[src/sv/kfh_pkg.sv]
// Shared types and constants for the kettle fill and heat controller.
// Used by the interfaces, the register block, the control core and the top level.
`timescale 1ns / 1ps

package kfh_pkg;

    localparam int TEMP_W          = 12;
    localparam int OPCODE_W        = 3;
    localparam int DEBOUNCE_W      = 16;
    localparam int TIMEOUT_W       = 24;
    localparam int CFG_DATA_W      = 24;
    localparam int CFG_INDEX_W     = 2;
    localparam int TIMER_BITS_DEF  = 24;

    localparam logic [DEBOUNCE_W-1:0]    DEBOUNCE_RESET = 16'd50;
    localparam logic [TIMEOUT_W-1:0]     PUMP_TO_RESET  = 24'd120000;
    localparam logic [TIMEOUT_W-1:0]     HEAT_TO_RESET  = 24'd600000;
    localparam logic signed [TEMP_W-1:0] TARGET_RESET   = 12'sd1600;

    typedef enum logic [OPCODE_W-1:0] {
        OP_NONE        = 3'd0,
        OP_PUMP_TOGGLE = 3'd1,
        OP_HEAT_ON     = 3'd2,
        OP_HEAT_OFF    = 3'd3,
        OP_FILL_HEAT   = 3'd4
    } opcode_t;

    typedef enum logic [CFG_INDEX_W-1:0] {
        CFG_DEBOUNCE = 2'd0,
        CFG_PUMP_TO  = 2'd1,
        CFG_HEAT_TO  = 2'd2,
        CFG_TARGET   = 2'd3
    } cfg_index_t;

    typedef struct packed {
        logic [DEBOUNCE_W-1:0]    debounce_ms;
        logic [TIMEOUT_W-1:0]     pump_timeout_ms;
        logic [TIMEOUT_W-1:0]     heat_timeout_ms;
        logic signed [TEMP_W-1:0] target_temp;
    } cfg_t;

    typedef struct packed {
        logic                     float_level;
        logic signed [TEMP_W-1:0] temperature;
        logic [OPCODE_W-1:0]      opcode;
    } item_t;

    typedef struct packed {
        logic pump_drive;
        logic heat_active;
        logic kettle_full;
        logic heat_pending;
        logic arm_press_on;
        logic arm_press_off;
    } result_t;

endpackage

[src/sv/kfh_if.sv]
// Handshake channels for the tick items and the result items.
// Depends on kfh_pkg for field widths.
`timescale 1ns / 1ps

interface kfh_tick_if;
    logic                              valid;
    logic                              ready;
    logic                              float_level;
    logic signed [kfh_pkg::TEMP_W-1:0] temperature;
    logic [kfh_pkg::OPCODE_W-1:0]      opcode;

    modport source (output valid, output float_level, output temperature,
                    output opcode, input ready);
    modport sink   (input valid, input float_level, input temperature,
                    input opcode, output ready);
endinterface

interface kfh_result_if;
    logic valid;
    logic ready;
    logic pump_drive;
    logic heat_active;
    logic kettle_full;
    logic heat_pending;
    logic arm_press_on;
    logic arm_press_off;

    modport source (output valid, output pump_drive, output heat_active,
                    output kettle_full, output heat_pending, output arm_press_on,
                    output arm_press_off, input ready);
    modport sink   (input valid, input pump_drive, input heat_active,
                    input kettle_full, input heat_pending, input arm_press_on,
                    input arm_press_off, output ready);
endinterface

[src/sv/kfh_cfg_regs.sv]
// Configuration register file: debounce time, pump and heat limits, target.
// Depends on kfh_pkg for the register indexes and the configuration struct.
`timescale 1ns / 1ps

module kfh_cfg_regs (
    input  logic                             clk,
    input  logic                             rst_n,
    input  logic                             cfg_we,
    input  logic [kfh_pkg::CFG_INDEX_W-1:0]  cfg_index,
    input  logic [kfh_pkg::CFG_DATA_W-1:0]   cfg_data,
    output kfh_pkg::cfg_t                    cfg
);

    kfh_pkg::cfg_t cfg_reg;

    always_ff @(posedge clk or negedge rst_n)
    begin
        if (!rst_n)
        begin
            cfg_reg.debounce_ms     <= kfh_pkg::DEBOUNCE_RESET;
            cfg_reg.pump_timeout_ms <= kfh_pkg::PUMP_TO_RESET;
            cfg_reg.heat_timeout_ms <= kfh_pkg::HEAT_TO_RESET;
            cfg_reg.target_temp     <= kfh_pkg::TARGET_RESET;
        end
        else if (cfg_we)
        begin
            case (kfh_pkg::cfg_index_t'(cfg_index))
                kfh_pkg::CFG_DEBOUNCE:
                    cfg_reg.debounce_ms <= cfg_data[kfh_pkg::DEBOUNCE_W-1:0];
                kfh_pkg::CFG_PUMP_TO:
                    cfg_reg.pump_timeout_ms <= cfg_data[kfh_pkg::TIMEOUT_W-1:0];
                kfh_pkg::CFG_HEAT_TO:
                    cfg_reg.heat_timeout_ms <= cfg_data[kfh_pkg::TIMEOUT_W-1:0];
                kfh_pkg::CFG_TARGET:
                    cfg_reg.target_temp <= $signed(cfg_data[kfh_pkg::TEMP_W-1:0]);
                default:
                    cfg_reg <= cfg_reg;
            endcase
        end
    end

    assign cfg = cfg_reg;

endmodule

[src/sv/kfh_core.sv]
// Control core: debounce, timers, opcode handling and the safety rules.
// Holds the controller state and produces the result of the item being retired.
// Depends on kfh_pkg.
`timescale 1ns / 1ps

module kfh_core #(
    parameter int TIMER_BITS = kfh_pkg::TIMER_BITS_DEF
) (
    input  logic             clk,
    input  logic             rst_n,
    input  logic             fire,
    input  kfh_pkg::item_t   item,
    input  kfh_pkg::cfg_t    cfg,
    output kfh_pkg::result_t res
);

    localparam int CMP_W = (TIMER_BITS > kfh_pkg::TIMEOUT_W) ? TIMER_BITS : kfh_pkg::TIMEOUT_W;
    localparam logic [TIMER_BITS-1:0] TIMER_MAX = {TIMER_BITS{1'b1}};
    localparam logic [kfh_pkg::DEBOUNCE_W-1:0] STABLE_MAX = {kfh_pkg::DEBOUNCE_W{1'b1}};

    logic                           last_level_reg, last_level_next;
    logic [kfh_pkg::DEBOUNCE_W-1:0] stable_ms_reg, stable_ms_next;
    logic                           full_reg, full_next;
    logic                           pump_reg, pump_next;
    logic                           heat_reg, heat_next;
    logic                           pending_reg, pending_next;
    logic [TIMER_BITS-1:0]          pump_ms_reg, pump_ms_next;
    logic [TIMER_BITS-1:0]          heat_ms_reg, heat_ms_next;
    logic                           press_on, press_off;
    logic                           pump_expired, heat_expired, too_hot;

    always_comb
    begin
        pump_ms_next = pump_ms_reg;
        heat_ms_next = heat_ms_reg;
        if (pump_reg && pump_ms_reg != TIMER_MAX)
            pump_ms_next = pump_ms_reg + 1'b1;
        if (heat_reg && heat_ms_reg != TIMER_MAX)
            heat_ms_next = heat_ms_reg + 1'b1;

        if (item.float_level != last_level_reg)
            stable_ms_next = '0;
        else if (stable_ms_reg != STABLE_MAX)
            stable_ms_next = stable_ms_reg + 1'b1;
        else
            stable_ms_next = stable_ms_reg;
        full_next = (stable_ms_next > cfg.debounce_ms) ? item.float_level : full_reg;
        last_level_next = item.float_level;

        pump_next    = pump_reg;
        heat_next    = heat_reg;
        pending_next = pending_reg;
        press_on     = 1'b0;
        press_off    = 1'b0;

        case (kfh_pkg::opcode_t'(item.opcode))
            kfh_pkg::OP_PUMP_TOGGLE:
            begin
                if (pump_reg)
                    pump_next = 1'b0;
                else if (!full_next)
                begin
                    pump_next    = 1'b1;
                    pump_ms_next = '0;
                end
            end
            kfh_pkg::OP_HEAT_ON:
            begin
                if (full_next)
                begin
                    press_on     = 1'b1;
                    heat_ms_next = '0;
                    heat_next    = 1'b1;
                end
            end
            kfh_pkg::OP_HEAT_OFF:
            begin
                press_off = 1'b1;
                heat_next = 1'b0;
            end
            kfh_pkg::OP_FILL_HEAT:
            begin
                pending_next = 1'b1;
                if (full_next)
                    pump_next = 1'b0;
                else if (!pump_reg)
                begin
                    pump_next    = 1'b1;
                    pump_ms_next = '0;
                end
            end
            default:
            begin
                pump_next = pump_reg;
            end
        endcase

        pump_expired = CMP_W'(pump_ms_next) >= CMP_W'(cfg.pump_timeout_ms);
        if (full_next)
        begin
            pump_next = 1'b0;
            if (pending_next)
            begin
                pending_next = 1'b0;
                press_on     = 1'b1;
                heat_ms_next = '0;
                heat_next    = 1'b1;
            end
        end
        else
        begin
            if (heat_next)
            begin
                press_off = 1'b1;
                heat_next = 1'b0;
            end
            if (pump_next && pump_expired)
                pump_next = 1'b0;
        end

        too_hot      = item.temperature >= cfg.target_temp;
        heat_expired = CMP_W'(heat_ms_next) >= CMP_W'(cfg.heat_timeout_ms);
        if (heat_next && (too_hot || heat_expired))
        begin
            press_off = 1'b1;
            heat_next = 1'b0;
        end
    end

    always_ff @(posedge clk or negedge rst_n)
    begin
        if (!rst_n)
        begin
            last_level_reg <= 1'b0;
            stable_ms_reg  <= '0;
            full_reg       <= 1'b0;
            pump_reg       <= 1'b0;
            heat_reg       <= 1'b0;
            pending_reg    <= 1'b0;
            pump_ms_reg    <= '0;
            heat_ms_reg    <= '0;
        end
        else if (fire)
        begin
            last_level_reg <= last_level_next;
            stable_ms_reg  <= stable_ms_next;
            full_reg       <= full_next;
            pump_reg       <= pump_next;
            heat_reg       <= heat_next;
            pending_reg    <= pending_next;
            pump_ms_reg    <= pump_ms_next;
            heat_ms_reg    <= heat_ms_next;
        end
    end

    assign res.pump_drive    = pump_next;
    assign res.heat_active   = heat_next;
    assign res.kettle_full   = full_next;
    assign res.heat_pending  = pending_next;
    assign res.arm_press_on  = press_on;
    assign res.arm_press_off = press_off;

endmodule

[src/sv/kettle_fill_heat_controller_unit.sv]
// Kettle fill and heat controller, top level.
// Each tick item is registered in the input register and its result in the output register.
// Throughput: one item per cycle; a stalled result holds at most one further
// item in the input register, after which the tick input stops taking items.
// Reset clears all control state and loads the register defaults.
`timescale 1ns / 1ps

module kettle_fill_heat_controller_unit #(
    parameter int TIMER_BITS = kfh_pkg::TIMER_BITS_DEF
) (
    input  logic                            clk,
    input  logic                            rst_n,
    kfh_tick_if.sink                        tick,
    kfh_result_if.source                    result,
    input  logic                            cfg_we,
    input  logic [kfh_pkg::CFG_INDEX_W-1:0] cfg_index,
    input  logic [kfh_pkg::CFG_DATA_W-1:0]  cfg_data
);

    kfh_pkg::cfg_t    cfg;
    kfh_pkg::item_t   item_reg;
    logic             item_valid_reg;
    kfh_pkg::result_t res_next;
    kfh_pkg::result_t res_reg;
    logic             res_valid_reg;
    logic             res_free;
    logic             fire;

    assign res_free   = !res_valid_reg || result.ready;
    assign fire       = item_valid_reg && res_free;
    assign tick.ready = !item_valid_reg || fire;

    kfh_cfg_regs u_cfg (
        .clk       (clk),
        .rst_n     (rst_n),
        .cfg_we    (cfg_we),
        .cfg_index (cfg_index),
        .cfg_data  (cfg_data),
        .cfg       (cfg)
    );

    kfh_core #(
        .TIMER_BITS (TIMER_BITS)
    ) u_core (
        .clk   (clk),
        .rst_n (rst_n),
        .fire  (fire),
        .item  (item_reg),
        .cfg   (cfg),
        .res   (res_next)
    );

    always_ff @(posedge clk or negedge rst_n)
    begin
        if (!rst_n)
            item_valid_reg <= 1'b0;
        else if (tick.ready)
            item_valid_reg <= tick.valid;
    end

    always_ff @(posedge clk)
    begin
        if (tick.valid && tick.ready)
        begin
            item_reg.float_level <= tick.float_level;
            item_reg.temperature <= tick.temperature;
            item_reg.opcode      <= tick.opcode;
        end
    end

    always_ff @(posedge clk or negedge rst_n)
    begin
        if (!rst_n)
            res_valid_reg <= 1'b0;
        else if (res_free)
            res_valid_reg <= fire;
    end

    always_ff @(posedge clk)
    begin
        if (fire)
            res_reg <= res_next;
    end

    assign result.valid         = res_valid_reg;
    assign result.pump_drive    = res_reg.pump_drive;
    assign result.heat_active   = res_reg.heat_active;
    assign result.kettle_full   = res_reg.kettle_full;
    assign result.heat_pending  = res_reg.heat_pending;
    assign result.arm_press_on  = res_reg.arm_press_on;
    assign result.arm_press_off = res_reg.arm_press_off;

endmodule

[src/flat_wrapper.sv]
// flat-port wrapper written by rule: the top's interface ports become plain ports
module kettle_fill_heat_controller_unit_flat 
#(
    parameter int TIMER_BITS = kfh_pkg::TIMER_BITS_DEF
)
  (clk, rst_n, cfg_we, cfg_index, cfg_data, tick_valid, tick_float_level, tick_temperature, tick_opcode, tick_ready, result_valid, result_pump_drive, result_heat_active, result_kettle_full, result_heat_pending, result_arm_press_on, result_arm_press_off, result_ready);
  kfh_tick_if tick_i ();
  kfh_result_if result_i ();
  input  logic clk;
  input  logic rst_n;
  input  logic cfg_we;
  input  logic [kfh_pkg::CFG_INDEX_W-1:0] cfg_index;
  input  logic [kfh_pkg::CFG_DATA_W-1:0] cfg_data;
  input wire logic [$bits(tick_i.valid)-1:0] tick_valid;
  input wire logic [$bits(tick_i.float_level)-1:0] tick_float_level;
  input wire logic [$bits(tick_i.temperature)-1:0] tick_temperature;
  input wire logic [$bits(tick_i.opcode)-1:0] tick_opcode;
  output wire logic [$bits(tick_i.ready)-1:0] tick_ready;
  output wire logic [$bits(result_i.valid)-1:0] result_valid;
  output wire logic [$bits(result_i.pump_drive)-1:0] result_pump_drive;
  output wire logic [$bits(result_i.heat_active)-1:0] result_heat_active;
  output wire logic [$bits(result_i.kettle_full)-1:0] result_kettle_full;
  output wire logic [$bits(result_i.heat_pending)-1:0] result_heat_pending;
  output wire logic [$bits(result_i.arm_press_on)-1:0] result_arm_press_on;
  output wire logic [$bits(result_i.arm_press_off)-1:0] result_arm_press_off;
  input wire logic [$bits(result_i.ready)-1:0] result_ready;
  assign tick_i.valid = tick_valid;
  assign tick_i.float_level = tick_float_level;
  assign tick_i.temperature = tick_temperature;
  assign tick_i.opcode = tick_opcode;
  assign tick_ready = tick_i.ready;
  assign result_valid = result_i.valid;
  assign result_pump_drive = result_i.pump_drive;
  assign result_heat_active = result_i.heat_active;
  assign result_kettle_full = result_i.kettle_full;
  assign result_heat_pending = result_i.heat_pending;
  assign result_arm_press_on = result_i.arm_press_on;
  assign result_arm_press_off = result_i.arm_press_off;
  assign result_i.ready = result_ready;
  kettle_fill_heat_controller_unit #(.TIMER_BITS(TIMER_BITS)) u_core (.clk(clk), .rst_n(rst_n), .tick(tick_i), .result(result_i), .cfg_we(cfg_we), .cfg_index(cfg_index), .cfg_data(cfg_data));
endmodule
[config.mk]
export PLATFORM = sky130hd
export DESIGN_NAME = kettle_fill_heat_controller_unit_flat
export DESIGN_NICKNAME = d
export VERILOG_FILES = /design/src/sv/kfh_pkg.sv /design/src/sv/kfh_if.sv /design/src/sv/kfh_cfg_regs.sv /design/src/sv/kfh_core.sv /design/src/sv/kettle_fill_heat_controller_unit.sv /design/src/flat_wrapper.sv
export SDC_FILE = /design/constraint.sdc
export NUM_CORES = 1
export LEC_CHECK = 0
export BUFFER_PORTS_ARGS = -buffer_cell sky130_fd_sc_hd__clkbuf_2
export CAP_MARGIN = 20
export CORE_MARGIN = 2
export CORE_UTILIZATION = 56
export CTS_CLUSTER_DIAMETER = 100
export DETAILED_ROUTE_END_ITERATION = 10
export PLACE_DENSITY = 0.77
export SKIP_LAST_GASP = 1
export SYNTH_ARGS = -nofsm -noshare
export SYNTH_HDL_FRONTEND = slang
export SYNTH_SLANG_ARGS = --single-unit
export TNS_END_PERCENT = 5
[constraint.sdc]
create_clock -name clk -period 5.1 [get_ports clk]
set_input_delay 0.51 -clock clk [delete_from_list [all_inputs] [get_ports clk]]
set_output_delay 0.51 -clock clk [all_outputs]
set_load 0.02 [all_outputs]
Yosys cells after proc, flatten, opt, wreduce, memory -nomap -nowiden
Cells that the tools add are included.
{ "op_classes": {"reduce_logical": 16, "mul": 0, "n_mux": 33, "shifts": 0, "div": 0, "n_lt_le_gt_ge": 4, "eq_ne": 11, "addsub": 3, "n_bitwise": 0} }
{ "ops": {"columns": ["operator", "count"], "rows": [
  ["2-to-1 mux 24 bit", 10],
  ["adder 24 x 1 -> 24 bit, second input constant", 2],
  ["greater-or-equal comparator 24 bit", 2],
  ["!= test 24 bit, second input constant", 2],
  ["one-hot mux 24 bit (2 select lines)", 1],
  ["2-to-1 mux 16 bit", 2],
  ["2-to-1 mux 1 bit", 18],
  ["adder 16 x 1 -> 16 bit, second input constant", 1],
  ["> comparator 16 bit", 1],
  ["!= test 16 bit, second input constant", 1],
  ["greater-or-equal comparator 12 bit", 1],
  ["AND reduction 2 bit", 4],
  ["equality test 3 x 2 -> 1 bit, second input constant", 2],
  ["logical AND 1 bit", 6],
  ["equality test 2 bit, second input constant", 2],
  ["one-hot mux 1 bit (2 select lines)", 2],
  ["equality test 3 x 1 -> 1 bit, second input constant", 1],
  ["equality test 3 bit, second input constant", 1],
  ["logical OR 1 bit", 3],
  ["equality test 2 x 1 -> 1 bit, second input constant", 1],
  ["logical NOT 1 bit", 2],
  ["logical NOT 2 bit", 1],
  ["!= test 1 bit", 1]
]} }
{ "totals": {"in_bits": 47, "n_memories": 0, "reg_bits": 169, "mem_bits_ro": 0, "out_inout_bits": 8, "word_cells": 90, "mem_bits_rw": 0, "latch_bits": 0} }

Logic depth before layout (Yosys ltp)
{ "logic_depth": {"depth_word": 13, "mapped_depth": 27, "ltp_nobuf": 24} }

Hierarchy
A second synthesis with hierarchy kept.
{ "hier_totals": {"hier_cells": 1048, "hier_area_um2": 10501.3} }
{ "by_module_without_submodules": {"columns": ["mod", "area_per_inst_um2", "n_inst", "seq_area_each_um2", "cells_per_inst"], "rows": [
  ["kfh_core", 6852.8, 1, 1726.7, 856],
  ["kfh_cfg_regs", 2884.0, 1, 1928.1, 162],
  ["kettle_fill_heat_controller_unit", 764.5, 1, 710.7, 30]
]} }

Least setup slack after synthesis
No wires, ideal clock.
{ "synth_path": {"path_kind": "reg-to-reg", "start": "register u_core.u_core.stable_ms_reg[7] in the netlist's numbering", "end": "register u_core.res_reg (netlist bit u_core.result.arm_press_off) (data pin)", "n_path_buf": 4, "t_arrival_ns": 5.303, "setup_time_ns": 0.135, "slack_ns": -0.338, "period_less_slack_ns": 5.438, "path_stages_with_launch": 27, "cell_sequence": "dfrtp_1 -> clkbuf_1 -> nand3_1 -> nor4_1 -> nand4_1 -> buf_2 -> nor2b_1 -> nand3_1 -> xor2_1 -> nor2_1 -> ha_1 -> a211oi_1 -> nor2_1 -> o21ai_0 -> a41oi_2 -> a211oi_1 -> clkbuf_8 -> buf_2 -> nor2_1 -> ha_1 -> nand4_1 -> nor3_1 -> o41ai_1 -> a2111oi_0 -> a211oi_1 -> or3b_1 -> nand3_1"} }
{ "synth_via": {"elab_chain_cells": 12} }
{ "synth_lines": {"columns": ["item", "line", "rtl"], "rows": [
  ["start, declared", "kfh_core.sv:22", "logic [kfh_pkg::DEBOUNCE_W-1:0] stable_ms_reg, stable_ms_next;"],
  ["start signal, assigned", "kfh_core.sv:146", "stable_ms_reg <= stable_ms_next;"],
  ["!= test 16 bit (*)", "kfh_core.sv:43", "else if (stable_ms_reg != STABLE_MAX)"],
  ["2-to-1 mux 16 bit (*)", "kfh_core.sv:43", null],
  ["2-to-1 mux 16 bit (*)", "kfh_core.sv:41", "if (item.float_level != last_level_reg)"],
  ["net u_core.u_core.stable_ms_next (one bit)", "kfh_core.sv:22", null],
  ["> comparator 16 bit (*)", "kfh_core.sv:47", "full_next = (stable_ms_next > cfg.debounce_ms) ? item.float_level : full_reg;"],
  ["2-to-1 mux 1 bit (*)", "kfh_core.sv:47", null],
  ["2-to-1 mux 24 bit", "kfh_core.sv:69", "if (full_next)"],
  ["2-to-1 mux 24 bit", "kfh_core.sv:56", "case (kfh_pkg::opcode_t'(item.opcode))"],
  ["2-to-1 mux 24 bit", "kfh_core.sv:102", "if (pending_next)"],
  ["2-to-1 mux 24 bit (*)", "kfh_core.sv:99", "if (full_next)"],
  ["net u_core.u_core.heat_ms_next[21]", "kfh_core.sv:28", "logic [TIMER_BITS-1:0] heat_ms_reg, heat_ms_next;"],
  ["greater-or-equal comparator 24 bit (*)", "kfh_core.sv:122", "heat_expired = CMP_W'(heat_ms_next) >= CMP_W'(cfg.heat_timeout_ms);"],
  ["logical OR 1 bit (*)", "kfh_core.sv:123", "if (heat_next && (too_hot || heat_expired))"],
  ["logical AND 1 bit (*)", "kfh_core.sv:123", null],
  ["end signal, assigned", "kettle_fill_heat_controller_unit.sv:82", "res_reg <= res_next;"],
  ["end, declared", "kettle_fill_heat_controller_unit.sv:24", "kfh_pkg::result_t res_reg;"]
]} }
The timed path passes the listed nets; every way through them passes the cells marked *.
A chain may end at the register's enable or synchronous reset.

Worst setup path in the final report
{ "layout_path": {"start": "register u_core.u_core.stable_ms_reg[3] in the netlist's numbering", "end": "register u_core.res_reg (netlist bit u_core.result.arm_press_off) (data pin)"} }
{ "layout_via": {"elab_chain_cells": 12} }
{ "layout_lines": {"columns": ["item", "line"], "rows": [
  ["adder 16 x 1 -> 16 bit or != test 16 bit (tied branches)", "kfh_core.sv:44, kfh_core.sv:43"],
  ["2-to-1 mux 16 bit (*)", "kfh_core.sv:43"],
  ["2-to-1 mux 16 bit (*)", "kfh_core.sv:41"],
  ["net u_core.u_core.stable_ms_next (one bit)", "kfh_core.sv:22"],
  ["> comparator 16 bit (*)", "kfh_core.sv:47"],
  ["2-to-1 mux 1 bit (*)", "kfh_core.sv:47"],
  ["2-to-1 mux 24 bit", "kfh_core.sv:69"],
  ["2-to-1 mux 24 bit", "kfh_core.sv:56"],
  ["2-to-1 mux 24 bit", "kfh_core.sv:102"],
  ["2-to-1 mux 24 bit (*)", "kfh_core.sv:99"],
  ["net u_core.u_core.heat_ms_next[23]", "kfh_core.sv:28"],
  ["greater-or-equal comparator 24 bit (*)", "kfh_core.sv:122"],
  ["logical OR 1 bit (*)", "kfh_core.sv:123"],
  ["logical AND 1 bit (*)", "kfh_core.sv:123"]
]} }
Marks and branches as above.

==> results.cfg <==
[outcome]
status = finished with violations
violations = negative setup slack

[worst_setup_path]
cpMaxStageDelayCell = a2111o_1
crit_arrival_ns = 5.66
critPathMaxStageDelay_ns = 0.43
crit_chain = nand4_1 -> nor4_4 -> nand4_1 -> buf_6 -> and3_4 -> xnor2_2 -> nor2_1 -> ha_1 -> nand4_1 -> a2111o_1 -> a32o_2 -> a211oi_4 -> buf_12 -> nor2_1 -> ha_1 -> nand4_1 -> nor3_4 -> o41ai_2 -> a2111oi_2 -> a211oi_2 -> or3b_1 -> nand3_1
cp_max_fo = 7
critPathRequiredTime_ns = 5.40
worstSetupPathType = reg -> reg
end_kind = flip-flop
start_kind = flip-flop
crit_top_cell = nand4_1

[cts]
clock_sinks = 169
cts.reportedPaths.clkPinSlew_ns = 0.07
cts_tree = yes
cts_root_buf = clkbuf_16
cts-buffers-inserted = 17
clk_path_buf_depth = 2
clk_latency_ns = 0.45
htreeDepth = 4

[routing]
routed_via_density = 5.94
drc = 0
firstDrtPassIters = 5
drtIter0Drc = 690
detail-route-antenna-nets = 0
vias = 8476
routedWlPerCell_um = 17.8
wirelength_um = 25300

[finish]
drive_gt1_frac = 0.235
fin_nets = 1310
antenna_cells = 0
final_common_cell = dfrtp_1
syn_to_final_growth_pct = 15.1
final_cell_mix = dfrtp_1 (125), nand2_1 (107), nor2_1 (96), inv_1 (82), ha_1 (78)
largest_reg_flops = 76

[power]
p_switching_w = 0.00159
p_sw_frac = 0.356
power_density_nw_per_um2 = 373
intPower_w = 0.00289
comb_power_share = 0.304
p_leak_nw = 5.43
clockPowerShare = 0.296
power.share.sequential = 0.400
vdd_drop_max_v = 0.000263

[synthesis]
syn-num-nets = 1232
synth-main-ff-cell = dfrtp_1
ys.warnings.count = 0
synthCells = 1106
synth.avg_cell_area_sq_um = 9.43
synth_cell_types = 71
ys_seq_elements = 169
synth_area_sq_um = 10400
seq_area_frac_synth = 0.418
synthArstFlopShare = 0.870
synth_edf_count = 22

[sta]
setup_viol = 5
fin_crit_sh = 1.05
skew_ns = 0.0165
final_max_slew_viol_count = 0
finalHoldViolCount = 0
min_period_ns = 5.36
layout_setup_ws_ns = -0.261
rsz0062_at_grt = true
tns_ns = -0.772
tightest_slew_ns = 0.938
hold_slack_ns = 0.177
slew_headroom = 0.375
fmax_ghz = 0.187

[floorplanning]
die-area_sq_um = 19700
initial_core_util = 0.575
die_w_um = 140
die_h_um = 140
core-area_sq_um = 18100
rows = 49
ioPinCount = 55

[placement]
port_buffers = 54
hpwl_um = 17100
gp_congestion = 0.908

[grt]
grt_max_degree = 98
grt_pass1_vias = 8295
grt_overflow = 0
antenna_found_initial = 0
track_usage = 0.263
grt_pass1_wl_um = 41000

[run]
cap_violations = 0

[min_path]
hold_path_class = in -> async
cell type report:
class,instances,area [sq um]
Tap cell,229,287
Clock buffer,17,425
Sequential cell,169,4370
Inverter,82,308
Timing Repair Buffer,111,757
Fill cell,1382,6140
Clock inverter,15,179
Multi-Input combinational cell,803,5690
metrics by stage:
stage          setup slack (ns)  total power (W)  std cells  area [sq um]   util
2_1_floorplan           0.00591          0.00267       1106         10500      -
3_3_place_gp             0.0668          0.00298       1376         11100  0.609
3_5_place_dp            -0.0944          0.00305       1376         11100  0.609
4_1_cts                  -0.126          0.00446       1421         11900  0.655
5_1_grt                  -0.452          0.00475       1426         12000  0.662
6_report                 -0.261          0.00448       1426         12000  0.662
critical path: cells and delay by family (launching register included):
| kind | cells | cell delay (ns) |
|---|---|---|
| AO/OA/AOI/OAI | 6 | 1.51 |
| adder cells (fa/ha/maj) | 2 | 0.59 |
| XOR/XNOR | 1 | 0.15 |
| flip-flops | 1 | 0.36 |
| AND/OR/NAND/NOR | 11 | 2.24 |
| buffers and inverters | 2 | 0.36 |
synthesized netlist by cell type, types with 7 or more instances:
cell type | instances | share of area
nand3_1 | 27 | 0.013
dfrtp_1 | 126 | 0.30
mux2i_1 | 7 | 0.0067
and3_1 | 8 | 0.0048
mux2_2 | 62 | 0.067
nor2_1 | 98 | 0.035
o211ai_1 | 10 | 0.0072
nor3_1 | 26 | 0.012
o21a_1 | 7 | 0.0050
nand4_1 | 30 | 0.018
ha_1 | 79 | 0.095
buf_2 | 10 | 0.0048
a21oi_1 | 52 | 0.025
xor2_1 | 29 | 0.024
edfxtp_1 | 22 | 0.063
a21o_1 | 8 | 0.0058
and2_1 | 8 | 0.0048
nand2b_1 | 14 | 0.0084
nor4_1 | 8 | 0.0048
or2_2 | 10 | 0.0060
xnor2_1 | 16 | 0.013
dfstp_2 | 21 | 0.053
inv_1 | 82 | 0.030
or3_1 | 12 | 0.0072
a211oi_1 | 10 | 0.0072
o31ai_1 | 13 | 0.0094
nand2_1 | 111 | 0.040
o21ai_0 | 77 | 0.037
clkbuf_1 | 27 | 0.0097
power groups by stage:
stage          Sequential, W  Clock [W]  Combinational [W]
2_1_floorplan        0.00175          0           0.000921
3_3_place_gp         0.00180          0            0.00118
3_5_place_dp         0.00181          0            0.00124
4_1_cts              0.00178    0.00134            0.00133
5_1_grt              0.00182    0.00140            0.00153
6_report             0.00179    0.00132            0.00136
layer usage:
metal	GRT usage	routed length, um	share of wire
met5	0	0	0
met4	0.0779	509	0.020
met3	0.0499	1440	0.057
met2	0.430	12100	0.48
met1	0.359	11300	0.45
kinds of logic after synthesis:
group / after synthesis / share of synthesized area
and+or+nand+nor: 389 / 0.186
adders and majority gates: 79 / 0.0947
muxes: 69 / 0.0736
AOI/OAI and AO/OA: 221 / 0.133
DFF: 169 / 0.418
buffers and inverters: 134 / 0.0559
xor gates and xnor gates: 45 / 0.0378
timing repair:
item                       CTS  global route
setup endpoints to repair    5             5
hold buffers                 0             0
buffers inserted            12             5
pin swaps                   19            18
gates resized for setup     25            15
gates cloned                 1             0
final timing paths:
check / startpoint / end / slack, ns / cells after the start
setup / recovery: u_core.u_core.stable_ms_reg[3]$_DFFE_PN0P_ / u_core.result.arm_press_off$_SDFFCE_PP1P_ / -0.26 / 22
min in group clk: tick_temperature[2] / u_core.item_reg[5]$_DFFE_PP_ / 0.23 / 1
max in group asynchronous: rst_n / u_core.u_cfg.cfg[27]$_DFFE_PN0P_ / 3.73 / 2
hold reg to reg: u_core.u_cfg.cfg[40]$_DFFE_PN0P_ / u_core.u_cfg.cfg[40]$_DFFE_PN0P_ / 0.51 / 1
setup reg to reg: u_core.u_core.stable_ms_reg[3]$_DFFE_PN0P_ / u_core.result.arm_press_off$_SDFFCE_PP1P_ / -0.26 / 22
hold / removal: rst_n / u_core.u_core.heat_ms_reg[18]$_DFFE_PN0P_ / 0.18 / 1
No activity file was read; power rests on OpenSTA's default activity.
